`src/design/csvd_pkg.sv`:
```
// Shared types and constants for the CSV record decoder.
package csvd_pkg;

    localparam int CSVD_FIFO_DEPTH = 4;

    localparam logic [7:0] QUOTE_BYTE     = 8'h22;
    localparam logic [7:0] BACKSLASH_BYTE = 8'h5C;
    localparam logic [7:0] X_BYTE         = 8'h78;
    localparam logic [7:0] DELIM_RESET    = 8'd44;

    localparam logic [1:0] KIND_DATA       = 2'd0;
    localparam logic [1:0] KIND_FIELD_END  = 2'd1;
    localparam logic [1:0] KIND_RECORD_END = 2'd2;
    localparam logic [1:0] KIND_ERROR      = 2'd3;

    typedef struct packed {
        logic [1:0] kind;
        logic [7:0] value;
    } t_result;

    // Up to three results caused by one input byte; count is never zero in the queue.
    typedef struct packed {
        logic [1:0]       count;
        t_result [2:0]    slot;
    } t_bundle;

endpackage

```
`src/design/csvd_front.sv`:
```
// Front end: holds decoder state, classifies each byte and builds its result bundle.
module csvd_front import csvd_pkg::*; (
    input  logic       i_clk,
    input  logic       i_rst_n,
    input  logic       i_cfg_wen,
    input  logic [7:0] i_cfg_wdata,
    input  logic       i_accept,
    input  logic [7:0] i_byte,
    input  logic       i_last,
    output logic       o_push,
    output t_bundle    o_bundle
);

    localparam logic [1:0] PH_NONE = 2'd0;
    localparam logic [1:0] PH_BSL  = 2'd1;
    localparam logic [1:0] PH_X    = 2'd2;
    localparam logic [1:0] PH_HI   = 2'd3;

    // Bit 4 set marks a byte that is not an upper-case hex digit.
    function automatic logic [4:0] hex_value(input logic [7:0] b);
        logic [4:0] v;
        v = 5'h10;
        if (b >= 8'h30 && b <= 8'h39) begin
            v = {1'b0, 4'(b - 8'h30)};
        end else if (b >= 8'h41 && b <= 8'h46) begin
            v = {1'b0, 4'(b - 8'h37)};
        end
        return v;
    endfunction

    logic [7:0] r_delim;
    logic       r_quotes, n_quotes;
    logic [1:0] r_phase, n_phase;
    logic [3:0] r_nibble, n_nibble;
    logic       r_skip, n_skip;

    logic       ok;
    logic [1:0] cnt;
    logic [4:0] hv;
    t_result    slots [3];

    always_comb begin
        n_quotes = r_quotes;
        n_phase  = r_phase;
        n_nibble = r_nibble;
        n_skip   = r_skip;
        ok       = 1'b1;
        cnt      = 2'd0;
        hv       = hex_value(i_byte);
        for (int k = 0; k < 3; k++) begin
            slots[k] = '0;
        end

        if (r_skip) begin
            // drop bytes until the record's last one
            if (i_last) begin
                n_quotes = 1'b0;
                n_phase  = PH_NONE;
                n_nibble = 4'd0;
                n_skip   = 1'b0;
            end
        end else begin
            if (i_byte == QUOTE_BYTE) begin
                n_quotes = ~r_quotes;
            end else if (!r_quotes && i_byte == r_delim) begin
                if (r_phase == PH_X || r_phase == PH_HI) begin
                    ok = 1'b0;
                end else begin
                    if (r_phase == PH_BSL) begin
                        slots[cnt] = '{kind: KIND_DATA, value: BACKSLASH_BYTE};
                        cnt = cnt + 2'd1;
                    end
                    n_phase  = PH_NONE;
                    n_nibble = 4'd0;
                    slots[cnt] = '{kind: KIND_FIELD_END, value: 8'd0};
                    cnt = cnt + 2'd1;
                end
            end else begin
                case (r_phase)
                    PH_NONE: begin
                        if (i_byte == BACKSLASH_BYTE) begin
                            n_phase = PH_BSL;
                        end else begin
                            slots[cnt] = '{kind: KIND_DATA, value: i_byte};
                            cnt = cnt + 2'd1;
                        end
                    end
                    PH_BSL: begin
                        if (i_byte == BACKSLASH_BYTE) begin
                            slots[cnt] = '{kind: KIND_DATA, value: BACKSLASH_BYTE};
                            cnt = cnt + 2'd1;
                            n_phase = PH_NONE;
                        end else if (i_byte == X_BYTE) begin
                            n_phase = PH_X;
                        end else begin
                            ok = 1'b0;
                        end
                    end
                    PH_X: begin
                        if (hv[4]) begin
                            ok = 1'b0;
                        end else begin
                            n_nibble = hv[3:0];
                            n_phase  = PH_HI;
                        end
                    end
                    default: begin
                        if (hv[4]) begin
                            ok = 1'b0;
                        end else begin
                            slots[cnt] = '{kind: KIND_DATA, value: {r_nibble, hv[3:0]}};
                            cnt = cnt + 2'd1;
                            n_phase  = PH_NONE;
                            n_nibble = 4'd0;
                        end
                    end
                endcase
            end

            // close the final field on the record's last byte
            if (ok && i_last) begin
                if (n_phase == PH_X || n_phase == PH_HI) begin
                    ok = 1'b0;
                end else begin
                    if (n_phase == PH_BSL) begin
                        slots[cnt] = '{kind: KIND_DATA, value: BACKSLASH_BYTE};
                        cnt = cnt + 2'd1;
                    end
                    slots[cnt] = '{kind: KIND_RECORD_END, value: 8'd0};
                    cnt = cnt + 2'd1;
                end
            end

            if (!ok) begin
                slots[cnt] = '{kind: KIND_ERROR, value: 8'd0};
                cnt = cnt + 2'd1;
                n_skip = ~i_last;
            end
            if (!ok || i_last) begin
                n_quotes = 1'b0;
                n_phase  = PH_NONE;
                n_nibble = 4'd0;
            end
        end
    end

    assign o_push         = i_accept && (cnt != 2'd0);
    assign o_bundle.count = cnt;
    assign o_bundle.slot  = {slots[2], slots[1], slots[0]};

    always_ff @(posedge i_clk) begin
        if (!i_rst_n) begin
            r_delim  <= DELIM_RESET;
            r_quotes <= 1'b0;
            r_phase  <= PH_NONE;
            r_nibble <= 4'd0;
            r_skip   <= 1'b0;
        end else begin
            if (i_cfg_wen) begin
                r_delim <= i_cfg_wdata;
            end
            if (i_accept) begin
                r_quotes <= n_quotes;
                r_phase  <= n_phase;
                r_nibble <= n_nibble;
                r_skip   <= n_skip;
            end
        end
    end

endmodule

```
`src/design/csvd_fifo.sv`:
```
// Bundle queue between the front end and the output serializer.
module csvd_fifo import csvd_pkg::*; #(
    parameter int DEPTH = CSVD_FIFO_DEPTH
) (
    input  logic    i_clk,
    input  logic    i_rst_n,
    input  logic    i_push,
    input  t_bundle i_bundle,
    input  logic    i_pop,
    output t_bundle o_head,
    output logic    o_empty,
    output logic    o_full
);

    localparam int PTR_W = (DEPTH > 1) ? $clog2(DEPTH) : 1;
    localparam int CNT_W = $clog2(DEPTH + 1);
    localparam logic [PTR_W-1:0] PTR_LAST = PTR_W'(DEPTH - 1);
    localparam logic [CNT_W-1:0] CNT_FULL = CNT_W'(DEPTH);

    t_bundle          r_mem [DEPTH];
    logic [PTR_W-1:0] r_wr, r_rd;
    logic [CNT_W-1:0] r_count;

    assign o_head  = r_mem[r_rd];
    assign o_empty = (r_count == '0);
    assign o_full  = (r_count == CNT_FULL);

    always_ff @(posedge i_clk) begin
        if (i_push) begin
            r_mem[r_wr] <= i_bundle;
        end
    end

    always_ff @(posedge i_clk) begin
        if (!i_rst_n) begin
            r_wr    <= '0;
            r_rd    <= '0;
            r_count <= '0;
        end else begin
            if (i_push) begin
                r_wr <= (r_wr == PTR_LAST) ? '0 : r_wr + 1'b1;
            end
            if (i_pop) begin
                r_rd <= (r_rd == PTR_LAST) ? '0 : r_rd + 1'b1;
            end
            case ({i_push, i_pop})
                2'b10:   r_count <= r_count + 1'b1;
                2'b01:   r_count <= r_count - 1'b1;
                default: r_count <= r_count;
            endcase
        end
    end

endmodule

```
`src/design/csvd_back.sv`:
```
// Back end: walks the head bundle one result at a time into the output register.
module csvd_back import csvd_pkg::*; (
    input  logic       i_clk,
    input  logic       i_rst_n,
    input  t_bundle    i_head,
    input  logic       i_empty,
    output logic       o_pop,
    input  logic       i_tready,
    output logic       o_tvalid,
    output logic [1:0] o_kind,
    output logic [7:0] o_value
);

    logic [1:0] r_slot;
    logic       r_valid;
    logic [1:0] r_kind;
    logic [7:0] r_value;
    logic       load;
    logic       last_slot;

    assign load      = !i_empty && (!r_valid || i_tready);
    assign last_slot = ((r_slot + 2'd1) == i_head.count);
    assign o_pop     = load && last_slot;

    always_ff @(posedge i_clk) begin
        if (!i_rst_n) begin
            r_valid <= 1'b0;
            r_slot  <= 2'd0;
        end else begin
            if (load) begin
                r_valid <= 1'b1;
                r_slot  <= last_slot ? 2'd0 : r_slot + 2'd1;
            end else if (i_tready) begin
                r_valid <= 1'b0;
            end
        end
    end

    always_ff @(posedge i_clk) begin
        if (load) begin
            r_kind  <= i_head.slot[r_slot].kind;
            r_value <= i_head.slot[r_slot].value;
        end
    end

    assign o_tvalid = r_valid;
    assign o_kind   = r_kind;
    assign o_value  = r_value;

endmodule

```
`src/design/csv_record_decoder.sv`:
```
// Top level of the CSV record decoder: front end, bundle queue and output serializer.
// Accepts one record byte per cycle whenever the bundle queue has room; a byte turns
// into zero to three results (data byte, field end, record end, error), and results
// leave through the output register at one per cycle while the consumer is ready, so
// with a ready consumer the sustained rate is one byte per cycle for plain content.
// A byte's results are written into the bundle queue as the byte is taken and then
// move into the output register. Quotes toggle quoting and are dropped, the delimiter
// outside quotes ends a field, backslash-backslash and backslash-x-HH are decoded,
// and a bad or unfinished escape reports an error and skips the rest of the record,
// which the consumer discards.
module csv_record_decoder import csvd_pkg::*; #(
    parameter int FIFO_DEPTH = CSVD_FIFO_DEPTH
) (
    input  logic       i_clk,
    input  logic       i_rst_n,
    input  logic       i_cfg_wen,
    input  logic [7:0] i_cfg_wdata,    // delimiter
    input  logic       i_tvalid,
    output logic       o_tready,
    input  logic [7:0] i_tdata,        // [7:0] data_byte
    input  logic       i_tlast,        // last_of_record
    output logic       o_tvalid,
    input  logic       i_tready,
    output logic [7:0] o_tdata,        // [7:0] value
    output logic [1:0] o_tuser         // [1:0] kind
);

    logic    w_accept;
    logic    w_push;
    t_bundle w_bundle;
    t_bundle w_head;
    logic    w_pop;
    logic    w_empty;
    logic    w_full;

    assign o_tready = !w_full;
    assign w_accept = i_tvalid && o_tready;

    csvd_front u_front (
        .i_clk       (i_clk),
        .i_rst_n     (i_rst_n),
        .i_cfg_wen   (i_cfg_wen),
        .i_cfg_wdata (i_cfg_wdata),
        .i_accept    (w_accept),
        .i_byte      (i_tdata),
        .i_last      (i_tlast),
        .o_push      (w_push),
        .o_bundle    (w_bundle)
    );

    csvd_fifo #(
        .DEPTH (FIFO_DEPTH)
    ) u_fifo (
        .i_clk    (i_clk),
        .i_rst_n  (i_rst_n),
        .i_push   (w_push),
        .i_bundle (w_bundle),
        .i_pop    (w_pop),
        .o_head   (w_head),
        .o_empty  (w_empty),
        .o_full   (w_full)
    );

    csvd_back u_back (
        .i_clk    (i_clk),
        .i_rst_n  (i_rst_n),
        .i_head   (w_head),
        .i_empty  (w_empty),
        .o_pop    (w_pop),
        .i_tready (i_tready),
        .o_tvalid (o_tvalid),
        .o_kind   (o_tuser),
        .o_value  (o_tdata)
    );

    a_value_zero: assert property (@(posedge i_clk) disable iff (!i_rst_n)
        o_tvalid && (o_tuser != KIND_DATA) |-> (o_tdata == 8'd0))
        else $error("non-data result carries a nonzero value");

    a_pop_nonempty: assert property (@(posedge i_clk) disable iff (!i_rst_n)
        w_pop |-> !w_empty)
        else $error("bundle queue popped while empty");

    a_no_out_after_reset: assert property (@(posedge i_clk)
        $past(!i_rst_n) |-> !o_tvalid)
        else $error("output valid right after reset");

endmodule

```
`config.mk`:
```
export PLATFORM = sky130hd
export DESIGN_NAME = csv_record_decoder
export DESIGN_NICKNAME = d
export VERILOG_FILES = /design/src/design/csvd_pkg.sv /design/src/design/csvd_front.sv /design/src/design/csvd_fifo.sv /design/src/design/csvd_back.sv /design/src/design/csv_record_decoder.sv
export SDC_FILE = /design/constraint.sdc
export NUM_CORES = 1
export LEC_CHECK = 0
export ABC_AREA = 1
export BUFFER_PORTS_ARGS = -buffer_cell sky130_fd_sc_hd__buf_2
export CAP_MARGIN = 0
export CORE_MARGIN = 2
export CORE_UTILIZATION = 50
export CTS_CLUSTER_DIAMETER = 200
export CTS_CLUSTER_SIZE = 20
export DETAILED_ROUTE_END_ITERATION = 8
export GPL_ROUTABILITY_DRIVEN = 0
export HOLD_SLACK_MARGIN = 0.05
export PLACE_DENSITY = 0.77
export SETUP_SLACK_MARGIN = 0.3
export SLEW_MARGIN = 10
export SYNTH_ARGS = -nofsm -noshare
export SYNTH_HDL_FRONTEND = slang
export SYNTH_HIERARCHICAL = 1
export SYNTH_SLANG_ARGS = --single-unit
```
`constraint.sdc`:
```
create_clock -name i_clk -period 7.72 [get_ports i_clk]
set_input_delay 1.544 -clock i_clk [delete_from_list [all_inputs] [get_ports i_clk]]
set_output_delay 1.544 -clock i_clk [all_outputs]
set_load 0.05 [all_outputs]
```
==> summary by stage <==
Status
The flow ran to the end, and the final reports show no timing, DRC or antenna violations.

Synth
In the synthesized netlist the async set-or-reset flop fraction comes to 0%. Synthesis produced 794 cells. The number of flip-flops and latches in the synthesized netlist is between 150 and 200. The post-synthesis simple-gate area fraction is 16.91%. Counting distinct cell types in the post-synthesis netlist gives between 40 and 50. The synthesized netlist devotes less than 1% of its cell area to XOR and XNOR gates. By area, the combinational part of the netlist is dominated by simple AND/OR/NAND/NOR gates. The most area-hungry cell type in the Yosys netlist is edfxtp_1.

Yosys attributes the largest share of cell area to edfxtp_1 52%, dfxtp_1 7.0%, nor2_1 6.0%. Of the post-synthesis cell area, the dominant cell type holds ~52%. In the synthesized netlist the dominant register cell turns out to be edfxtp_1. The synthesized netlist devotes approximately an eighth of its cell area to compound gates. The fraction of the yosys area taken by sequential cells is about 59%. The count of flip-flops with a built-in enable after synthesis is approximately 140.

During synthesis, Yosys emitted a total of 6 warnings. Sorting the synthesized cells by how often they occur yields 138 x edfxtp_1, 127 x nor2_1, 99 x nand2_1. The adder and majority cell fraction of the synthesized area is 3.392%. The most frequently used cell type in the post-synthesis netlist is edfxtp_1.

The average instance area after synthesis is 10.03 sq um. Summing every instance area after synthesis gives 7968 sq um. The portion of synthesized area spent on multiplexers is 0%.

Worst setup path
In this design, the critical path's most frequently occurring cell is inv_1. On the critical path, the stage with the largest delay is an instance of fa_1. The worst setup path is captured at a flop. The highest cell delay on the worst timing path is 0.41 ns. The setup slack on the worst flop-to-flop path is 3.22 ns. For the worst setup path, the data required time is between 8 and 9 ns. For the worst setup path, the data arrival time is 5.97 ns. The reg-to-reg critical path startpoint is u_front/r_phase[1].

The element type at the critical path start is an input port. In this run the critical register-to-register path is captured at u_fifo/r_count[1]. The maximum fanout count along the critical path is 7. The worst setup path is of the input port to flop kind. The number of cells traversed by the worst register-to-register path is 24.

The beginning of the critical path is i_tdata[0].

Power
Power spread over the standard cell area amounts to 322.5 nW/um^2. The leakage power summed over all cells is about 0.0034 uW. VDD sags by at most 0.0001693 V.

Timing
The number of failing hold endpoints at the final stage is 0. Setup repair after global routing left no endpoint under its margin. The post-route clock skew is approximately 0.0084 ns. The peak clock frequency supported by timing is about 0.18 GHz. The max-slew violation total from the final report is 0. The least setup slack across all paths after layout is approximately 2.1 ns. The setup-violating endpoint count in the final report is 0. The transition time of the tightest slew-check pin is approximately 0.85 ns.

The setup total negative slack is 0 ns. The smallest clock period supported by the final layout is computed as roughly 5.6 ns. The share of the clock period used by the worst path after layout is 72.82%. Headroom to the max-slew limit came out at 43.05%.

Floorplanning
The core area is 15710 sq um. The initial cell density of the core is about half. The number of placement rows is 46. The die extent in y is around 130 um. The die area is 16960 sq um. The number of top-level pins is 34.

The die outline width is ~130 um.

Detailed routing
Once detail routing completed, the nets flagged for antenna violations numbered 0. For this block, the routed nets add up to 15890 um of wire. The number of DRC markers in iteration 0 is a little over 600.

Detailed routing inserted a total of 5655 vias. The detailed-router iteration count before antenna repair is 6. In the routed design, unresolved DRC markers number 0. The vias per cell is between 5 and 6. The average wire length per cell after detail routing is 15.15 um.

Clock tree
The clock slew at the register clock pins of the worst setup and hold paths is about 0.060 ns. Once the clock tree was built, the setup fixing pass inserted 0 buffers. The H-tree generated during clock tree synthesis spans 4 levels. The CTS tree is built. The cell sitting at the root of the clock tree is a clkbuf_16. The number of buffers inserted during clock tree synthesis is 17. Counting every sink on the clock net gives approximately 170. The clock passes through at most 2 buffers. The clock latency at the later pin of the worst-skew pair is 0.42 ns. The hold buffer count at cts is 0. Once the clock tree was built, the resizer swapped 0 gates to a different size.

Placement
The number of buffers inserted by port buffering is 33. Summing all placed instances gives a cell area of 8184 sq um. The HPWL reported at the end of detailed placement is about 10000 um. The worst setup timing slack at the placement stage is between 1.5 and 2 ns.

Hold path
The worst hold path belongs to the class flop to flop. The worst-case hold path end point is u_front/r_delim[2]. The worst hold path begins at u_front/r_delim[2].

The number of cells on the worst hold path is 2.

Layout
The proportion of layout cells with a drive suffix above 1 is between 10% and 20%. Relative to the synthesized area, the layout overhead comes to 10.05%. The final design utilization is 55.81%. After routing the design area is about 9000 sq um. The final layout contains around 860 nets. The number of antenna diodes in the final layout is 0.

Global route
The first-pass GRT wire length is approximately 26000 um. The sum of overflow across all layers after global routing is 0. The number of antenna violations at the first check in global routing is 0.

The via count of the first global-routing pass is 5339. Global routing used 20.03% of the available tracks across all layers. Entering global routing, the biggest net connects 66 pins.

Flow run
The tool flagged a number of max-cap violations equal to 0.
## kinds of logic after synthesis
group                    after synthesis
flip-flops                           166
adder cells (fa/ha/maj)               21
buffers and inverters                126
AO/OA/AOI/OAI                        174
AND/OR/NAND/NOR                      303
other                                  1
XOR/XNOR                               3
## state kept, by name, summed over array words and instances (netlist names), named ones only
signal / count
u_back/o_value: 8
u_front/r_phase: 2
u_fifo/r_rd: 2
u_back/o_kind: 2
u_fifo/r_wr: 2
u_fifo/r_mem: 128
u_front/r_delim: 8
u_fifo/r_count: 3
u_front/r_nibble: 4
u_back/o_tvalid: 1
u_front/r_quotes: 1
u_front/r_skip: 1
u_back/r_slot: 2
## layout make-up
cell class | instances | area, sq um
Inverter | 85 | 326.6
Clock buffer | 17 | 425.4
Fill cell | 1341 | 6944
Sequential cell | 166 | 4706
Multi-Input combinational cell | 509 | 2656
Timing Repair Buffer | 41 | 225.2
Tap cell | 216 | 270.3
Clock inverter | 15 | 158.9
## per-layer routing
layer | track usage [%] | wire (um) | vias up
met5 | 0 | 0 | -
met1 | 26.24 | 6951 | 2658
met2 | 32.46 | 7608 | 186
li1 | - | - | 2783
met3 | 4.346 | 1000 | 28
met4 | 8.476 | 332 | 0
## where the power goes
| part | internal (uW) | switching, uW |
|---|---|---|
| registers | 1100 | 47.1 |
| logic | 240 | 614 |
| clock network | 458 | 365 |
| total | 1800 | 1030 |
## per-stage QoR
stage                     power [uW]  std cells  hold slack (ns)
after detailed placement        2020       1017           0.4621
after CTS                       2842       1049           0.4716
after global placement          2002       1017           0.4583
after global routing            2991       1049           0.4853
after floorplan                 1855        801           0.4448
final                           2828       1049           0.4756
## how the worst max path moves through the flow
| stage | endpoint | cells past startpoint | slack [ns] |
|---|---|---|---|
| after global placement | u_fifo/r_count[1] | 28 | 1.90 |
| after floorplan | u_fifo/r_mem[0][0] | 24 | 2.15 |
| final | u_fifo/r_count[1] | 28 | 2.10 |
| after CTS | u_fifo/r_count[1] | 28 | 2.14 |
| after detailed placement | u_fifo/r_count[1] | 28 | 1.70 |
| after global routing | u_fifo/r_count[1] | 30 | 1.56 |
## critical path, delay by kind of cell
kind | cells | cell delay, ns
fa+ha+maj | 6 | 1.69
simple gates | 8 | 1.04
buf+inv | 9 | 0.89
compound gates | 5 | 0.82
## placed cells by master (no fill, tap or decap), drive strengths merged, types with 2 or more instances in the layout
| cell type | instances |
|---|---|
| edfxtp | 138 |
| nor2 | 134 |
| nand2 | 106 |
| inv | 93 |
| o21ai | 89 |
| buf | 41 |
| nand3 | 39 |
| o22ai | 33 |
| a21oi | 31 |
| dfxtp | 28 |
| ha | 20 |
| clkbuf | 17 |
| nor3 | 15 |
| o31ai | 10 |
| conb | 8 |
| nand4 | 4 |
| clkinv | 4 |
| a22oi | 3 |
| clkinvlp | 2 |
| xor2 | 2 |
| o2111ai | 2 |
| a31oi | 2 |
Note: power is estimated with default switching activity, not from simulation.
